File: config.mk
export PLATFORM = sky130hd
export DESIGN_NAME = spi_power
export DESIGN_NICKNAME = d
export VERILOG_FILES = /design/src/design/spectral_power_integrator_defines.svh /design/src/design/spi_pkg.sv /design/src/design/spi_power.sv
export SDC_FILE = /design/constraint.sdc
export NUM_CORES = 1
export LEC_CHECK = 0
export BUFFER_PORTS_ARGS = -buffer_cell sky130_fd_sc_hd__buf_2
export CAP_MARGIN = 40
export CORE_MARGIN = 4
export CORE_UTILIZATION = 30
export DETAILED_ROUTE_END_ITERATION = 6
export MAX_ROUTING_LAYER = met4
export PLACE_DENSITY = 0.48
export SLEW_MARGIN = 20
export SYNTH_ARGS = -nofsm -noshare
export SYNTH_HDL_FRONTEND = slang
export SYNTH_SLANG_ARGS = --single-unit
File: constraint.sdc
create_clock -name clk_i -period 18.2 [get_ports clk_i]
set_input_delay 3.64 -clock clk_i [delete_from_list [all_inputs] [get_ports clk_i]]
set_output_delay 3.64 -clock clk_i [all_outputs]
set_load 0.05 [all_outputs]
File: src/design/spectral_power_integrator_defines.svh
// Assertion macros shared by the spectral power integrator.
`ifndef SPECTRAL_POWER_INTEGRATOR_DEFINES_SVH
`define SPECTRAL_POWER_INTEGRATOR_DEFINES_SVH

// Same-cycle implication, disabled while reset is asserted.
`define SPI_ASSERT_IMP(lbl, clk, rstn, ante, cons) \
  lbl: assert property (@(posedge clk) disable iff (!(rstn)) (ante) |-> (cons)) \
    else $error("spi: same-cycle check failed");

// Next-cycle implication, disabled while reset is asserted.
`define SPI_ASSERT_NXT(lbl, clk, rstn, ante, cons) \
  lbl: assert property (@(posedge clk) disable iff (!(rstn)) (ante) |=> (cons)) \
    else $error("spi: next-cycle check failed");

`endif

File: src/design/spi_pkg.sv
`default_nettype none

package spi_pkg;

  localparam int SAMPLE_W  = 16;
  localparam int POS_W     = 12;
  localparam int MEAN_W    = 32;
  localparam int SUM_W     = 52;
  localparam int LEN_W     = 13;
  localparam int ILEN_W    = 21;
  localparam int DONE_W    = 20;
  localparam int CFG_IDX_W = 1;
  localparam int CFG_DW    = 21;
  localparam int DIV_CNT_W = $clog2(SUM_W);

  localparam logic [LEN_W-1:0]  LEN_RESET  = 13'd1024;
  localparam logic [ILEN_W-1:0] ILEN_RESET = 21'd1024;
  localparam logic [ILEN_W-1:0] INTEG_MAX  = 21'd1048576;

  // Item kinds carried in the mode field.
  localparam logic MODE_SAMPLE = 1'b0;
  localparam logic MODE_ARM    = 1'b1;

  // Configuration register indexes.
  localparam logic [CFG_IDX_W-1:0] REG_SPECTRUM_LENGTH    = 1'b0;
  localparam logic [CFG_IDX_W-1:0] REG_INTEGRATION_LENGTH = 1'b1;

  typedef struct packed {
    logic                       mode;
    logic signed [SAMPLE_W-1:0] sample_re;
    logic signed [SAMPLE_W-1:0] sample_im;
  } in_t;

  typedef struct packed {
    logic [POS_W-1:0]  bin_index;
    logic [MEAN_W-1:0] power_mean;
    logic              last_bin;
  } out_t;

endpackage

`default_nettype wire

File: src/design/spi_power.sv
`default_nettype none

// Squares of both sample parts, registered.
module spi_power #(
  parameter int SAMPLE_BITS = 16
) (
  input  wire logic                                clk_i,
  input  wire logic                                en_i,
  input  wire logic signed [spi_pkg::SAMPLE_W-1:0] re_i,
  input  wire logic signed [spi_pkg::SAMPLE_W-1:0] im_i,
  output logic             [2*SAMPLE_BITS-1:0]     sq_re_o,
  output logic             [2*SAMPLE_BITS-1:0]     sq_im_o
);

  logic signed [SAMPLE_BITS-1:0]   re_s;
  logic signed [SAMPLE_BITS-1:0]   im_s;
  logic signed [2*SAMPLE_BITS-1:0] prod_re;
  logic signed [2*SAMPLE_BITS-1:0] prod_im;
  logic        [2*SAMPLE_BITS-1:0] sq_re_q;
  logic        [2*SAMPLE_BITS-1:0] sq_im_q;

  // The low SAMPLE_BITS bits are two's complement; a wider sample sees the
  // field zero-extended.
  if (SAMPLE_BITS <= spi_pkg::SAMPLE_W) begin : g_narrow
    assign re_s = re_i[SAMPLE_BITS-1:0];
    assign im_s = im_i[SAMPLE_BITS-1:0];
  end else begin : g_wide
    assign re_s = {{(SAMPLE_BITS-spi_pkg::SAMPLE_W){1'b0}}, re_i};
    assign im_s = {{(SAMPLE_BITS-spi_pkg::SAMPLE_W){1'b0}}, im_i};
  end

  assign prod_re = re_s * re_s;
  assign prod_im = im_s * im_s;

  always_ff @(posedge clk_i) begin
    if (en_i) begin
      sq_re_q <= prod_re;
      sq_im_q <= prod_im;
    end
  end

  assign sq_re_o = sq_re_q;
  assign sq_im_o = sq_im_q;

endmodule

`default_nettype wire

After elaboration in Yosys (flattened, before gate mapping):

Cells that the tools add are included.

* register bits after elaboration: 64
* bits in latches: 0
* bits in writable memories: 0
* ROM bits: 0
* input port bits: 34
* output and inout bits: 64
* logic and storage cells: 4
* memories kept: 0

* $add $sub $neg: 0
* multiply operators: 2
* div/mod/pow operators: 0
* order comparisons: 0
* equal/unequal tests: 0
* shift-type cells: 0
* mux-type cells: 0
* bitwise gates (word level): 0
* reductions and logical operators: 0

Operator list (number)
* $mul 16x16->32: 2

Logic depth before layout (Yosys ltp):

Gate-level depths: netlist of the first run.

* depth after elaboration: 1
* depth in mapped cells: 24
* gate-level depth less buffers: 23

Worst setup path after synthesis of the first run:

Ideal clock, no wire load.

* path type: in2reg
* start: input port re_i[15] (netlist name)
* end: register sq_re_q[31], in the netlist sq_re_o[31], data pin
* arrival: 9.603 ns
* slack: 8.447 ns
* stages: 21
* cell sequence: clkbuf_1 clkbuf_1 nand2_1 inv_1 fa_1 fa_1 fa_1 fa_1 fa_1 inv_1 fa_1 inv_1 ha_1 and3_1 a221o_1 a211oi_2 o21a_1 o21ai_1 or4b_4 a2111o_1 o211ai_2

* word-level cells in the longest chain between the ends: 1

Ends and longest elaborated chain
* start, declared: RTL line spi_power.sv:9 `input wire logic signed [spi_pkg::SAMPLE_W-1:0] re_i,`
* $mul 16x16->32: RTL line spi_power.sv:32 `assign prod_re = re_s * re_s;`
* named net prod_re[31]: RTL line spi_power.sv:17 `logic signed [2*SAMPLE_BITS-1:0] prod_re;`
* end signal, assigned: RTL line spi_power.sv:37 `sq_re_q <= prod_re;`
* end, declared: RTL line spi_power.sv:19 `logic [2*SAMPLE_BITS-1:0] sq_re_q;`

The timed path passes the listed nets, and every way through them passes these cells.
A chain may end at the register's enable or synchronous reset.

Final worst setup path of the first run:

Ends and elaborated chain as after synthesis.

==> impl_metrics.tcl, run 1 <==
set metrics [dict create \
    synth_top_area_frac 0.473 \
    critPathSlowestCell "fa_1" \
    via_count 13100 \
    synthDistinctLibCells 67 \
    tightest_slew_ns 0.589 \
    synth_edf_count 62 \
    cts_resized 0 \
    critical_path_arrival_ns 10.50 \
    setup_viol 0 \
    drcViolationCount 0 \
    num_rows 93 \
    post_synth.cell_area_avg_sq_um 9.74 \
    cts.sinks 62 \
    finalWirelength_um 45900 \
    cts_root_buf "clkbuf_16" \
    cts_hold_buf 0 \
    initial_core_util 0.305 \
    drive_gt1_frac 0.0658 \
    cp_cell_sequence "buf_2, inv_1, nor2_1, fa_1, fa_1, fa_1, fa_1, fa_1, inv_1, fa_1, inv_1, ha_1, and3_1, a221o_1, a211oi_2, o21a_1, o21ai_1, or4b_4, a2111o_1, o211ai_2" \
    h-tree-depth 3 \
    io_buffers 95 \
    yosys_warnings 0 \
    clk_pin_slew_worst_paths_ns 0.07 \
    hpwl_um 39000 \
    diodes 0 \
    postCtsSetupBuffers 0 \
    crit_required_ns 18.41 \
    max_freq_mhz 97.1 \
    hold_violations 0 \
    grt_max_degree 54 \
    viasPerCell 4.44 \
    grt_pass1_vias 14900 \
    ys_seq_area_frac 0.0942 \
    cpMostUsedCell "fa_1" \
    drv_slew 0 \
    synth_area_leader_cell "fa_1" \
    hold_end "sq_re_o[21]$_DFFE_PP_" \
    fin_crit_ns 10.29 \
    rsz0062_at_grt "false" \
    cts_inserted_buffers 9 \
    hp-class "in2reg" \
    critical_path.max_stage_delay_ns 0.79 \
    path_class "in2reg" \
    synth.most_common_cell "inv_1" \
    grt_pass1_wl_um 78000 \
    hold_depth 1 \
    cap_violations 0 \
    grt.total_usage 0.144 \
    nNetsFinal 2772 \
    slew_headroom 0.597 \
    drt_first_pass_iters 5 \
    min_from "en_i" \
    syn_inst 2029 \
    async_reset_ff_frac 0 \
    worstSetupStartpointType "input pin" \
    synthTopCellsByCount "inv_1 (636), fa_1 (467), ha_1 (180)" \
    antenna_left 0 \
    finalCritPeriodShare 0.566 \
    final.setup.tns_ns 0 \
    antenna_found_initial 0 \
    synth_ff_type "edfxtp_1" \
    ios 98 \
    area_growth_pct 8.57 \
    die_w_um 265 \
    grt_overflow_total 0 \
    cp_max_fo 20 \
    core_sq_mm 0.0648 \
    netlist_top_cells_area "fa_1 (47%), inv_1 (12%), ha_1 (11%), edfxtp_1 (9.4%), nand2_1 (3.2%)" \
    place.gp.congestion 0.816 \
    fp.dieArea_sq_mm 0.0700 \
    status "complete, no violations" \
    drt_iter0_drc 569 \
    crit_path_end_kind "register" \
    cts_tree "yes" \
    synth_area_sq_mm 0.0198 \
    clk_path_buf_depth 2 \
    yosys_register_bits 62 \
    wl_per_cell_um 15.6 \
    die_h_um 265 \
]
-- worst max-delay path by stage --
| stage | from | endpoint | slack (ns) | cells past startpoint |
|---|---|---|---|---|
| 2_1_floorplan | re_i[15] | sq_re_o[31]$_DFFE_PP_ | 8.45 | 21 |
| 3_3_place_gp | re_i[15] | sq_re_o[31]$_DFFE_PP_ | 7.61 | 20 |
| 3_5_place_dp | re_i[15] | sq_re_o[31]$_DFFE_PP_ | 7.47 | 20 |
| 4_1_cts | re_i[15] | sq_re_o[31]$_DFFE_PP_ | 7.88 | 20 |
| 5_1_grt | re_i[15] | sq_re_o[31]$_DFFE_PP_ | 7.56 | 20 |
| 6_report | re_i[15] | sq_re_o[31]$_DFFE_PP_ | 7.91 | 20 |
-- metrics by stage --
stage	util	instances	setup WS [ns]	hold slack (ns)	area [sq um]
after CTS	0.330	2949	7.88	3.55	21400
after floorplan	-	2030	8.45	3.74	19800
after global routing	0.331	2951	7.56	3.58	21400
after global placement	0.326	2932	7.61	3.98	21100
final	0.331	2951	7.91	3.58	21400
after detailed placement	0.326	2933	7.47	3.97	21100
-- registers in the layout, indices dropped and copies added (netlist names) --
register  flops
sq_im_o      31
sq_re_o      31
-- critical path, delay by kind of cell --
kind	cells	cell delay (ns)
AO/OA/AOI/OAI	6	1.55
adder cells (fa/ha/maj)	7	3.59
buffers and inverters	4	0.81
AND/OR/NAND/NOR	3	0.88
-- logic make-up after synthesis --
logic type / after synthesis / synth area share
xor+xnor: 89 / 0.0395
other cells: 1 / 0.000190
fa+ha+maj: 647 / 0.587
simple gates: 398 / 0.0959
buf+inv: 685 / 0.131
mux: 3 / 0.00158
compound gates: 144 / 0.0505
flops: 62 / 0.0942
-- cell type report --
cell class | count | area [sq um]
multi-input cells | 1283 | 15300
repair buffers | 99 | 522
flip-flops and latches | 62 | 1860
inverters | 636 | 2390
well taps | 855 | 1070
clock inverters | 7 | 71.3
clock buffers | 9 | 225
fillers | 6725 | 43400
-- routing by layer --
metal	share of wire	wire, um	GRT usage	up-vias
li1	-	-	-	6091
met1	0.46	21100	0.192	6708
met2	0.48	22000	0.232	236
met3	0.045	2050	0.0254	53
met4	0.018	821	0.0298	0
met5	0	0	-	-
-- cell usage in the layout, fill, tap and decap left out, types with 3 or more instances in the layout --
| master | instances |
|---|---|
| a211oi_1 | 4 |
| a21o_1 | 17 |
| a21oi_1 | 42 |
| a31o_2 | 9 |
| a41o_1 | 5 |
| a41oi_1 | 3 |
| and2_1 | 79 |
| and3_1 | 5 |
| and3_2 | 4 |
| buf_2 | 94 |
| clkbuf_16 | 9 |
| edfxtp_1 | 62 |
| fa_1 | 467 |
| ha_1 | 180 |
| inv_1 | 636 |
| nand2_1 | 166 |
| nand2b_1 | 9 |
| nand3_1 | 15 |
| nand4_1 | 4 |
| nor2_1 | 73 |
| nor2b_1 | 11 |
| nor3_1 | 10 |
| nor3b_1 | 3 |
| nor4_1 | 3 |
| o21ai_0 | 18 |
| o21bai_1 | 12 |
| o221ai_1 | 3 |
| or2_2 | 6 |
| xnor2_1 | 70 |
| xor2_1 | 19 |
Power of run 1 is not shown: default switching activity piles up to over one toggle a cycle in this logic, so the estimate is an artifact.
==> run 2: changes to the inputs <==
ABC_AREA = 1   (was default)
clock period = 9.9 ns   (was 18.2 ns; I/O delays follow)
==> impl_metrics.tcl, run 2 <==
set metrics [dict create \
    status "complete, no violations" \
    hold_depth 1 \
    diodes 0 \
    cts_inserted_buffers 9 \
    die_h_um 276 \
    synth_mux_area_frac 0.000523 \
    fill_cells 7552 \
    place.gp.congestion 0.858 \
    initial_core_util 0.305 \
    worstSetupStartpointType "input pin" \
    synthTopCellsByCount "inv_1 (871), nand2_1 (617), fa_1 (467)" \
    postPlaceCellArea_sq_mm 0.0229 \
    hp-class "in2reg" \
    grt.total_usage 0.157 \
    die_w_um 276 \
    min_from "en_i" \
    critical_path_arrival_ns 7.57 \
    cts_hold_buf 0 \
    cts.sinks 62 \
    fin_crit_ns 7.44 \
    via_count 15300 \
    ios 98 \
    antenna_left 0 \
    drive_gt1_frac 0.0565 \
    rsz0062_at_grt "false" \
    clk_pin_slew_worst_paths_ns 0.06 \
    yosys_register_bits 62 \
    synthDistinctLibCells 35 \
    synth_top_area_frac 0.435 \
    crit_path_end_kind "register" \
    wl_per_cell_um 15.0 \
    grt_pass1_wl_um 90900 \
    synth_ff_type "edfxtp_1" \
    synth_simple_gate_area_share 0.160 \
    num_rows 97 \
    crit_required_ns 10.03 \
    async_reset_ff_frac 0 \
    final_area_sq_mm 0.0233 \
    syn_inst 2646 \
    finalCritPeriodShare 0.751 \
    cap_violations 0 \
    hold_violations 0 \
    synth_edf_count 62 \
    setup_viol 0 \
    synth_xor_area_frac 0.0224 \
    io_buffers 95 \
    cpMostUsedCell "fa_1" \
    placed_cells 3615 \
    mostFrequentLayoutCell "inv_1" \
    clk_path_buf_depth 2 \
    core_sq_mm 0.0705 \
    cts_resized 0 \
    final_cell_mix "inv_1 (871), nand2_1 (617), fa_1 (467), ha_1 (180), nor2_1 (95)" \
    hpwl_um 47400 \
    antenna_found_initial 1 \
    finalWirelength_um 54300 \
    tightest_slew_ns 0.535 \
    post_synth.cell_area_avg_sq_um 8.13 \
    drcViolationCount 0 \
    synth_compound_area_frac 0.0263 \
    grt_max_degree 41 \
    cts_root_buf "clkbuf_16" \
    synth_adder_area_share 0.539 \
    yosys_warnings 0 \
    drt_iter0_drc 630 \
    cp_max_fo 22 \
    synth.most_common_cell "inv_1" \
    area_growth_pct 8.18 \
    path_class "in2reg" \
    max_freq_mhz 134 \
    ys_seq_area_frac 0.0865 \
    grt_overflow_total 0 \
    drv_slew 0 \
    hold_end "sq_re_o[10]$_DFFE_PP_" \
    final_cells 3631 \
    nNetsFinal 3367 \
    h-tree-depth 3 \
    netlist_top_cells_area "fa_1 (43%), inv_1 (15%), nand2_1 (11%), ha_1 (10%), edfxtp_1 (8.7%)" \
    final.setup.tns_ns 0 \
    critPathSlowestCell "fa_1" \
    slew_headroom 0.643 \
    drt_first_pass_iters 5 \
    postCtsSetupBuffers 0 \
    synth_top_family_by_area "adder cells" \
    synth_area_sq_mm 0.0215 \
    cts_tree "yes" \
    synth_area_leader_cell "fa_1" \
    critical_path.max_stage_delay_ns 0.56 \
    grt_pass1_vias 16900 \
    viasPerCell 4.20 \
    fp.dieArea_sq_mm 0.0761 \
    cp_cell_sequence "buf_2, clkinv_1, or2_2, fa_1, fa_1, fa_1, inv_1, fa_1, inv_1, fa_1, inv_1, fa_1, ha_1, nand2_1, nor2_1, nand2_1, nor3_1, nand2_1, inv_1, nor2_1, nand2_1, nand2_1" \
]
## run 2: cell count changes in the layout (fill, tap and decap cells not counted), moves of 22 or more
cell and delta:
nand2_1 +451, inv_1 +235, and2_1 -75, xnor2_1 -62
nand3_1 +45, xor2_1 +28, nor2_1 +22
## run 2: cell families after synthesis
group | after synthesis
AOI/OAI and AO/OA | 92
adders and majority gates | 647
xor gates and xnor gates | 55
buffers and inverters | 944
DFF | 62
and+or+nand+nor | 844
other | 1
muxes | 1
## run 2: final cells by class
type                       count  area [sq um]  share of cell area
multi-input combinational   1641         16100               0.692
inverter                     876          3290               0.141
sequential                    62          1860              0.0800
tap                          940          1180              0.0505
timing repair buffer          96           505              0.0217
clock buffer                   9           225             0.00968
clock inverter                 7           113             0.00484
## run 2: through the flow
stage / hold WS (ns) / setup slack, ns / util
4_1_cts: 2.06 / 2.43 / 0.330
3_5_place_dp: 2.46 / 2.00 / 0.325
3_3_place_gp: 2.47 / 2.02 / 0.325
2_1_floorplan: 2.08 / 2.58 / -
5_1_grt: 2.06 / 2.07 / 0.330
6_report: 2.07 / 2.46 / 0.330
## run 2: routing by layer
metal	track usage	routed length, um	vias to the layer above
li1	-	-	7586
met1	0.200	24700	7427
met2	0.274	27200	211
met3	0.0189	1640	41
met4	0.0267	740	0
met5	-	0	-
## run 2: worst max path at each step
stage / slack [ns] / cells after the start / start / to
4_1_cts: 2.43 / 23 / im_i[15] / sq_im_o[31]$_DFFE_PP_
2_1_floorplan: 2.58 / 24 / im_i[1] / sq_im_o[31]$_DFFE_PP_
6_report: 2.46 / 22 / re_i[15] / sq_re_o[31]$_DFFE_PP_
5_1_grt: 2.07 / 22 / re_i[15] / sq_re_o[31]$_DFFE_PP_
3_5_place_dp: 2.00 / 23 / im_i[15] / sq_im_o[31]$_DFFE_PP_
3_3_place_gp: 2.02 / 21 / im_i[15] / sq_im_o[26]$_DFFE_PP_
## run 2: worst max-delay path: cells and delay by family
kind | cells | cell delay (ns)
adder cells (fa/ha/maj) | 7 | 3.29
buffers and inverters | 6 | 1.14
AND/OR/NAND/NOR | 9 | 1.13
Power of run 2 is left out for the same reason.
