==> src/design/spectral_power_integrator_defines.svh <==
// Assertion macros shared by the spectral power integrator.
`ifndef SPECTRAL_POWER_INTEGRATOR_DEFINES_SVH
`define SPECTRAL_POWER_INTEGRATOR_DEFINES_SVH

// Same-cycle implication, disabled while reset is asserted.
`define SPI_ASSERT_IMP(lbl, clk, rstn, ante, cons) \
  lbl: assert property (@(posedge clk) disable iff (!(rstn)) (ante) |-> (cons)) \
    else $error("spi: same-cycle check failed");

// Next-cycle implication, disabled while reset is asserted.
`define SPI_ASSERT_NXT(lbl, clk, rstn, ante, cons) \
  lbl: assert property (@(posedge clk) disable iff (!(rstn)) (ante) |=> (cons)) \
    else $error("spi: next-cycle check failed");

`endif

==> src/design/spi_pkg.sv <==
`default_nettype none

package spi_pkg;

  localparam int SAMPLE_W  = 16;
  localparam int POS_W     = 12;
  localparam int MEAN_W    = 32;
  localparam int SUM_W     = 52;
  localparam int LEN_W     = 13;
  localparam int ILEN_W    = 21;
  localparam int DONE_W    = 20;
  localparam int CFG_IDX_W = 1;
  localparam int CFG_DW    = 21;
  localparam int DIV_CNT_W = $clog2(SUM_W);

  localparam logic [LEN_W-1:0]  LEN_RESET  = 13'd1024;
  localparam logic [ILEN_W-1:0] ILEN_RESET = 21'd1024;
  localparam logic [ILEN_W-1:0] INTEG_MAX  = 21'd1048576;

  // Item kinds carried in the mode field.
  localparam logic MODE_SAMPLE = 1'b0;
  localparam logic MODE_ARM    = 1'b1;

  // Configuration register indexes.
  localparam logic [CFG_IDX_W-1:0] REG_SPECTRUM_LENGTH    = 1'b0;
  localparam logic [CFG_IDX_W-1:0] REG_INTEGRATION_LENGTH = 1'b1;

  typedef struct packed {
    logic                       mode;
    logic signed [SAMPLE_W-1:0] sample_re;
    logic signed [SAMPLE_W-1:0] sample_im;
  } in_t;

  typedef struct packed {
    logic [POS_W-1:0]  bin_index;
    logic [MEAN_W-1:0] power_mean;
    logic              last_bin;
  } out_t;

endpackage

`default_nettype wire

==> src/design/spi_div.sv <==
`default_nettype none

// Restoring divider, one quotient bit per cycle.
module spi_div (
  input  wire logic                         clk_i,
  input  wire logic                         rst_ni,
  input  wire logic                         start_i,
  input  wire logic [spi_pkg::SUM_W-1:0]    dividend_i,
  input  wire logic [spi_pkg::ILEN_W-1:0]   divisor_i,
  output logic                              busy_o,
  output logic      [spi_pkg::SUM_W-1:0]    quotient_o
);

  localparam logic [spi_pkg::DIV_CNT_W-1:0] LAST_STEP =
    spi_pkg::DIV_CNT_W'(spi_pkg::SUM_W - 1);

  logic                             busy_q;
  logic [spi_pkg::DIV_CNT_W-1:0]    cnt_q;
  logic [spi_pkg::ILEN_W-1:0]       rem_q;
  logic [spi_pkg::ILEN_W-1:0]       dvs_q;
  logic [spi_pkg::SUM_W-1:0]        quo_q;
  logic [spi_pkg::ILEN_W:0]         trial;
  logic [spi_pkg::ILEN_W:0]         diff;

  assign trial = {rem_q, quo_q[spi_pkg::SUM_W-1]};
  assign diff  = trial - {1'b0, dvs_q};

  always_ff @(posedge clk_i or negedge rst_ni) begin
    if (!rst_ni) begin
      busy_q <= 1'b0;
      cnt_q  <= '0;
    end else if (start_i) begin
      busy_q <= 1'b1;
      cnt_q  <= '0;
    end else if (busy_q) begin
      cnt_q <= cnt_q + 1'b1;
      if (cnt_q == LAST_STEP) begin
        busy_q <= 1'b0;
      end
    end
  end

  always_ff @(posedge clk_i) begin
    if (start_i) begin
      rem_q <= '0;
      dvs_q <= divisor_i;
      quo_q <= dividend_i;
    end else if (busy_q) begin
      if (!diff[spi_pkg::ILEN_W]) begin
        rem_q <= diff[spi_pkg::ILEN_W-1:0];
        quo_q <= {quo_q[spi_pkg::SUM_W-2:0], 1'b1};
      end else begin
        rem_q <= trial[spi_pkg::ILEN_W-1:0];
        quo_q <= {quo_q[spi_pkg::SUM_W-2:0], 1'b0};
      end
    end
  end

  assign busy_o     = busy_q;
  assign quotient_o = quo_q;

endmodule

`default_nettype wire

==> config.mk <==
export PLATFORM = sky130hd
export DESIGN_NAME = spi_div
export DESIGN_NICKNAME = d
export VERILOG_FILES = /design/src/design/spectral_power_integrator_defines.svh /design/src/design/spi_pkg.sv /design/src/design/spi_div.sv
export SDC_FILE = /design/constraint.sdc
export NUM_CORES = 1
export LEC_CHECK = 0
export BUFFER_PORTS_ARGS = -buffer_cell sky130_fd_sc_hd__buf_4
export CAP_MARGIN = 20
export CORE_MARGIN = 4
export CORE_UTILIZATION = 32
export CTS_BUF_LIST = sky130_fd_sc_hd__clkbuf_8
export DETAILED_ROUTE_END_ITERATION = 6
export GPL_TIMING_DRIVEN = 1
export PLACE_DENSITY = 0.63
export RECOVER_POWER = 100
export REMOVE_ABC_BUFFERS = 1
export SYNTH_ARGS = -nofsm -noshare
export SYNTH_HDL_FRONTEND = slang
export SYNTH_SLANG_ARGS = --single-unit
==> constraint.sdc <==
create_clock -name clk_i -period 2.6 [get_ports clk_i]
set_input_delay 0.52 -clock clk_i [delete_from_list [all_inputs] [get_ports clk_i]]
set_output_delay 0.52 -clock clk_i [all_outputs]
set_load 0.05 [all_outputs]
Word level (Yosys, flattened, before mapping)
Index checks and enable logic that the tools add are counted.

Bits in registers: 101. Input port bits: 76. Logic and storage cells: 18. Output and inout bits: 53.

Add/subtract/negate cells: 2. Reductions and logical operators: 1. Equality and inequality tests: 1. Muxes and demuxes: 9.

Operator list (number): 2-to-1 mux 52 bit (2); subtractor 22 x 21 -> 22 bit (1); 2-to-1 mux 21 bit (1); 2-to-1 mux 6 bit (2); adder 6 x 1 -> 6 bit, second input constant (1); equality test 6 bit, second input constant (1); 2-to-1 mux 1 bit (4); nonzero test 2 bit (1).

Depth between registers and ports, before layout
Gate-level depths: netlist of the first run.

Word-level depth: 4. Depth in mapped cells: 12. Gate-level depth less buffers: 11.

Worst setup path after synthesis of the first run
No wires, ideal clock.

Kind: reg2reg. Start: reg quo_q, in the netlist quotient_o[51]. End: reg rem_q[18] in the netlist's numbering. Setup time: 0.088 ns. Arrival: 2.864 ns. Stages on the path, launching flop included: 12. Path buffers: 0. Period minus slack after synthesis: 2.953 ns. Data required time: 2.512 ns. Setup slack: -0.353 ns. Cell sequence: edfxtp_1 inv_1 ha_1 fa_1 nor2b_1 o31ai_4 a211oi_1 o31ai_2 a21oi_1 nor3_1 or3b_1 a311oi_2.

Cells in the longest elaborated chain, start to end: 2.

RTL lines: from (decl) (line spi_div.sv:21) `logic [spi_pkg::SUM_W-1:0] quo_q;`; from (signal assigned) (line spi_div.sv:47) `quo_q <= dividend_i;`; from (signal assigned) (line spi_div.sv:51) `quo_q <= {quo_q[spi_pkg::SUM_W-2:0], 1'b1};`; from (signal assigned) (line spi_div.sv:54) `quo_q <= {quo_q[spi_pkg::SUM_W-2:0], 1'b0};`; subtractor 22 x 21 -> 22 bit (line spi_div.sv:26) `assign diff = trial - {1'b0, dvs_q};`; 2-to-1 mux 21 bit (line spi_div.sv:49) `if (!diff[spi_pkg::ILEN_W]) begin`; to (signal assigned) (line spi_div.sv:50) `rem_q <= diff[spi_pkg::ILEN_W-1:0];`; to (signal assigned) (line spi_div.sv:53) `rem_q <= trial[spi_pkg::ILEN_W-1:0];`; to (decl) (line spi_div.sv:19) `logic [spi_pkg::ILEN_W-1:0] rem_q;`.

No other way between the ends. A chain may end at the register's enable or synchronous reset.

Worst setup path after layout of the first run
Start: reg dvs_q[1] in the netlist's numbering. End: reg rem_q[18] in the netlist's numbering.

Cells in the longest elaborated chain, start to end: 2.

RTL lines: from (decl) (line spi_div.sv:20) `logic [spi_pkg::ILEN_W-1:0] dvs_q;`; from (signal assigned) (line spi_div.sv:46) `dvs_q <= divisor_i;`; subtractor 22 x 21 -> 22 bit (line spi_div.sv:26); 2-to-1 mux 21 bit (line spi_div.sv:49).

No other way between the ends.

==> impl_metrics.tcl, run 1 <==
set metrics [dict create \
    final_core_util_pct 42.6 \
    whs_ns 0.328 \
    dieArea_um2 18800 \
    cts_buffers 9 \
    relSlewSlack_pct 17.0 \
    maxSlewViolCount 0 \
    fillers 1591 \
    synthCells 441 \
    grt_pass1_vias 4192 \
    dp_hpwl_um 9610 \
    p_leak_nw 2.94 \
    antenna_found_initial 0 \
    clock.fmax_mhz 396 \
    ys_async_sr_fraction_pct 6.93 \
    regArea_um2 2790 \
    syn-cell-area_um2 5350 \
    final.setup_skew_ns 0.0145 \
    wirelength_um 13200 \
    rsz0062_at_grt "true" \
    rows 47 \
    min_period_ns 2.52 \
    crit_type "reg2reg" \
    ys_types 63 \
    avgSynthCellArea_um2 12.1 \
    drc 0 \
    critical_path.startpoint_type "register" \
    final_nets 690 \
    final_hold_viol_count 0 \
    via_count 3978 \
    yosysSeqAreaShare_pct 52.1 \
    synth_top_area_share_pct 41.0 \
    root_buffer "clkbuf_8" \
    clock_path_buffers 2 \
    n_antenna_cell 0 \
    clkSlewWorstSetupHoldPaths_ns 0.11 \
    tns_ns 0 \
    grt_pass1_wl_um 21600 \
    die_x_um 137 \
    clk_latency_ns 0.38 \
    grt_max_degree 53 \
    synth_top_cell_by_area "edfxtp_1" \
    drt_first_pass_iters 4 \
    initial_utilization_pct 32.5 \
    cts_tree "yes" \
    htree_levels 3 \
    tightest_slew_ns 1.25 \
    dieHeight_um 137 \
    synth-seq-cells 101 \
    grt_remaining_overflow 0 \
    io_buffer_count 128 \
    via_per_inst 4.88 \
    wl_per_cell_um 16.2 \
    worstPathMaxFanout 3 \
    cts.sinks 101 \
    maxCapViolCount 0 \
    antenna_left 0 \
    drive_gt1_share_pct 44.3 \
    cp_data_required_time_ns 2.90 \
    ys.flop_type "edfxtp_1" \
    setup_viol_count_final 0 \
    area_growth_pct 31.2 \
    holdCritPathClass "in2reg" \
    pin_count 129 \
    timing.final.crit_share_pct 97.1 \
    outcome "complete, no violations" \
    track_usage_pct 14.5 \
    end_kind "register" \
    gp_congestion 0.885 \
    synth-edff-count 73 \
    synth_area_leaders "edfxtp_1 (41%), mux2_2 (11%), dfxtp_1 (7.9%)" \
    cp_data_arrival_time_ns 2.82 \
    multi_input_area_um2 2430 \
    ys_warn_count 0 \
    irDropWorstVdd_v 0.000339 \
    core_um2 16500 \
    drt_iter0_markers 222 \
    powerDensity_nw_per_um2 543 \
]
[layer usage]
layer	global-route usage, %	vias to the layer above	routed length (um)
met4	4.10	0	172
met2	22.2	148	5930
met5	0	-	0
met3	6.76	11	1400
li1	-	1946	-
met1	18.5	1873	5710
[critical path, stage by stage, from the launching register on]
cell       delay [ns]
edfxtp_1         0.41
inv_1            0.08
ha_1             0.22
nor2b_2          0.17
o2111ai_2        0.17
and3_4           0.23
o31ai_4          0.06
o31a_4           0.33
xnor2_4          0.15
or3b_4           0.41
a311oi_2         0.22
[cell type report]
cell class | count | area share, %
Timing Repair Buffer | 161 | 17.6
Clock inverter | 7 | 0.820
Tap cell | 220 | 3.92
Inverter | 27 | 1.44
Multi-Input combinational cell | 291 | 34.7
Sequential cell | 101 | 39.7
Clock buffer | 9 | 1.77
[Yosys cell counts, drive strengths merged, types with 4 or more instances]
cell,n
edfxtp,73
mux2,51
nand2,33
nor2,28
inv,27
ha,22
dfxtp,21
a21oi,17
o21ai,17
xnor2,13
buf,11
clkbuf,11
nand3,10
nand4,10
a21o,8
a311oi,7
dfrtp,7
xor2,7
a211oi,6
mux2i,6
o31ai,6
nor3,5
nor2b,4
[cells by family after synthesis]
| kind of cell | after synthesis | synth area share [%] |
|---|---|---|
| adder cells (fa/ha/maj) | 23 | 5.52 |
| flip-flops | 101 | 52.1 |
| XOR/XNOR | 20 | 3.63 |
| AO/OA/AOI/OAI | 85 | 12.7 |
| multiplexers | 57 | 11.9 |
| AND/OR/NAND/NOR | 106 | 10.1 |
| buffers and inverters | 49 | 4.02 |
[path summary, 6_finish.rpt]
kind	startpoint	endpoint	slack [ns]	cells after the start
worst min register to register	rem_q[9]	rem_q[9]	0.48	2
worst max-delay path	dvs_q[1]	rem_q[18]	0.08	10
min in group asynchronous	rst_ni	cnt_q[1]	0.56	2
worst max register to register	dvs_q[1]	rem_q[18]	0.08	10
worst min-delay path	divisor_i[18]	dvs_q[18]	0.33	1
max in group asynchronous	rst_ni	cnt_q[2]	1.76	2
[placed cells by master (no fill, tap or decap), types with 7 or more instances in the layout]
cell type / instances
buf_4: 132
edfxtp_1: 73
mux2_2: 51
nand2_1: 28
nor2_1: 27
inv_1: 25
dfxtp_1: 21
ha_1: 20
clkbuf_4: 20
a21oi_1: 14
xnor2_1: 12
nand4_1: 10
nand3_1: 9
o21ai_0: 9
clkbuf_8: 9
a21o_1: 8
o21ai_1: 8
a311oi_2: 7
dfrtp_1: 7
[registers in the layout (all words and copies together), names as in the netlist]
signal      count
dvs_q          21
busy_o          1
cnt_q           6
rem_q          21
quotient_o     52
[stage by stage]
stage	instances	setup WS [ns]	power (mW)	instance area, um2
after CTS	813	0.00529	3.85	6930
final	816	0.0761	3.81	7020
after floorplan	419	-0.580	2.49	5240
after global placement	793	-0.100	2.83	6690
after detailed placement	793	-0.137	2.84	6690
after global routing	816	-0.0862	4.00	7020
[where the power goes]
part           internal (mW)  leakage, nW  switching (mW)
clock network          0.366       0.0955           0.616
registers               1.86         1.02          0.0659
logic                  0.360         1.83           0.538
total                   2.59         2.94            1.22
[repair_timing]
item                                    4_1_cts  5_1_grt
endpoints found under the setup margin       11       21
endpoints found under the hold margin         7        0
pin swaps                                     2       14
hold buffers                                  1        0
gates resized for setup                       7       17
setup buffers                                 2        3
gates cloned                                  1        0
Power figures use the tool's default switching activity.
==> run 2: changes to the inputs <==
==> constraint.sdc (replaced) <==
create_clock -name clk_i -period 2.6 [get_ports clk_i]
set_input_delay 0.13 -clock clk_i [delete_from_list [all_inputs] [get_ports clk_i]]
set_output_delay 0.13 -clock clk_i [all_outputs]
set_load 0.05 [all_outputs]
==> run 2 against run 1 <==
  * The run now ends with setup timing left
  * Highest routed layer unchanged
  * Clock-buffer cell count unchanged
  * Hold slack worse by 0.29 ns
  * Largest cell class unchanged
  * Maximum frequency down 3.0%
  * Critical path depth unchanged
  * Utilization up 0.61 points
  * Critical path type unchanged
  * Combinational power down 5.2%
  * Cell count up 2.8%
  * Register-to-register slack worse by 0.08 ns
  * Clock skew down 0.0012 ns
  * Global-route usage up 0.095 points
==> impl_metrics.tcl, run 2 (synthesized netlist as in run 1, its figures left out) <==
set metrics [dict create \
    outcome "complete, but fails checks" \
    failed_checks "setup timing" \
    grt_remaining_overflow 0 \
    drt_iter0_markers 208 \
    wl_per_cell_um 15.9 \
    root_buffer "clkbuf_8" \
    critical_path.startpoint_type "register" \
    via_per_inst 4.83 \
    seq_power_share_pct 49.5 \
    whs_ns 0.0356 \
    cp_data_required_time_ns 2.89 \
    min_from "dividend_i[0]" \
    wirelength_um 13400 \
    area_growth_pct 33.0 \
    maxSlewViolCount 0 \
    clk_latency_ns 0.38 \
    largest_reg_flops 52 \
    final_common_cell "buf_4" \
    grt_pass1_wl_um 21600 \
    initial_utilization_pct 32.5 \
    cts_buffers 9 \
    antenna_left 0 \
    cp-startpoint "dvs_q[0]" \
    combPwrFrac_pct 21.9 \
    maxCapViolCount 0 \
    core_um2 16500 \
    layout_common_cells "buf_4 (77), edfxtp_1 (73), clkbuf_1 (54)" \
    antenna_found_initial 0 \
    min_period_ns 2.60 \
    drive_gt1_share_pct 35.1 \
    sw_frac_of_total_pct 30.3 \
    die_x_um 137 \
    setup_slack_ns -0.00256 \
    worstReg2RegStart "dvs_q[0]" \
    htree_levels 3 \
    gp_congestion 0.844 \
    track_usage_pct 14.6 \
    cts.sinks 101 \
    rsz0062_at_grt "true" \
    clock.fmax_mhz 384 \
    holdCritPathClass "in2reg" \
    hold_depth 3 \
    dieHeight_um 137 \
    drc 0 \
    power.switching_mw 1.18 \
    rows 47 \
    clkSlewWorstSetupHoldPaths_ns 0.10 \
    dp_hpwl_um 9570 \
    clock_path_buffers 2 \
    final_hold_viol_count 0 \
    final.setup_skew_ns 0.0133 \
    n_antenna_cell 0 \
    powerDensity_nw_per_um2 547 \
    end_kind "register" \
    ff2ff_path_depth 10 \
    dieArea_um2 18800 \
    final_nets 713 \
    worstPathMaxFanout 3 \
    grt_max_degree 53 \
    via_count 4049 \
    p_clk_share_pct 28.7 \
    final_core_util_pct 43.2 \
    place_inst 791 \
    fillers 1612 \
    drt_first_pass_iters 4 \
    p_leak_nw 2.86 \
    pin_count 129 \
    cts_tree "yes" \
    tightest_slew_ns 1.29 \
    tns_ns -0.00256 \
    internal-power_mw 2.71 \
    timing.final.crit_share_pct 100 \
    io_buffer_count 128 \
    cp_data_arrival_time_ns 2.89 \
    fin_cells 839 \
    grt_pass1_vias 4204 \
    crit_type "reg2reg" \
    irDropWorstVdd_v 0.000364 \
    relSlewSlack_pct 13.7 \
    setup_viol_count_final 1 \
]
-- run 2: changes by cell type in the layout (fill, tap and decap cells not counted), sizes merged --
cell	delta
buf	-56
clkinv	-2
inv	-1
clkinvlp	+1
bufinv	+2
dlygate4sd3	+21
clkbuf	+58
-- run 2: layer usage --
layer,track usage (%),wire [um],part of all wire [%],vias to the layer above
met4,4.49,174,1.3,0
met2,22.5,6080,45,146
met5,0,0,0,-
li1,-,-,-,1990
met1,18.7,5880,44,1902
met3,6.28,1240,9.2,11
-- run 2: power groups by stage --
stage / clock [mW] / sequential, mW / combinational, mW
after floorplan: 0 / 2.25 / 0.247
after global placement: 0 / 1.96 / 0.873
after detailed placement: 0 / 1.96 / 0.880
after CTS: 1.15 / 1.93 / 0.925
after global routing: 1.22 / 1.94 / 0.915
final: 1.12 / 1.93 / 0.852
-- run 2: cell type report --
type | count | area, um2 | area share, %
sequential | 101 | 2790 | 39.2
multi-input combinational | 291 | 2480 | 34.8
timing repair buffer | 184 | 1260 | 17.7
tap | 220 | 275 | 3.87
clock buffer | 9 | 124 | 1.74
inverter | 27 | 101 | 1.42
clock inverter | 7 | 92.6 | 1.30
-- run 2: path summary, 6_finish.rpt --
| path | endpoint | slack [ns] |
|---|---|---|
| max | rem_q[18] | -0.003 |
| max in group asynchronous | busy_o | 2.16 |
| max reg2reg | rem_q[18] | -0.003 |
| min in group asynchronous | cnt_q[3] | 0.17 |
| min | quotient_o[0] | 0.04 |
| min reg2reg | rem_q[2] | 0.49 |
-- run 2: repair_timing --
item | in CTS | in global routing
endpoints found under the hold margin | 28 | 0
gates resized for setup | 11 | 21
gates cloned | 1 | 2
hold buffers | 22 | 0
pin swaps | 6 | 18
setup buffers | 3 | 3
setup endpoints to repair | 14 | 21
-- run 2: critical path, stage by stage, from the launching register on --
cell and delay (ns):
edfxtp_1 0.44, ha_4 0.19, fa_2 0.37, nor2b_4 0.16, o31ai_4 0.07, a211oi_2 0.28, o31ai_4 0.12, a21oi_2 0.19
nor3_2 0.06, or3b_4 0.38, a311oi_2 0.27
-- run 2: metrics by stage --
step,instance area (um2),worst slack [ns],total power [mW]
CTS,7190,0.00942,4.01
global route,7120,-0.156,4.08
global placement,6680,-0.0779,2.83
finish,7120,-0.00256,3.89
floorplan,5240,-0.580,2.49
detailed placement,6680,-0.203,2.84
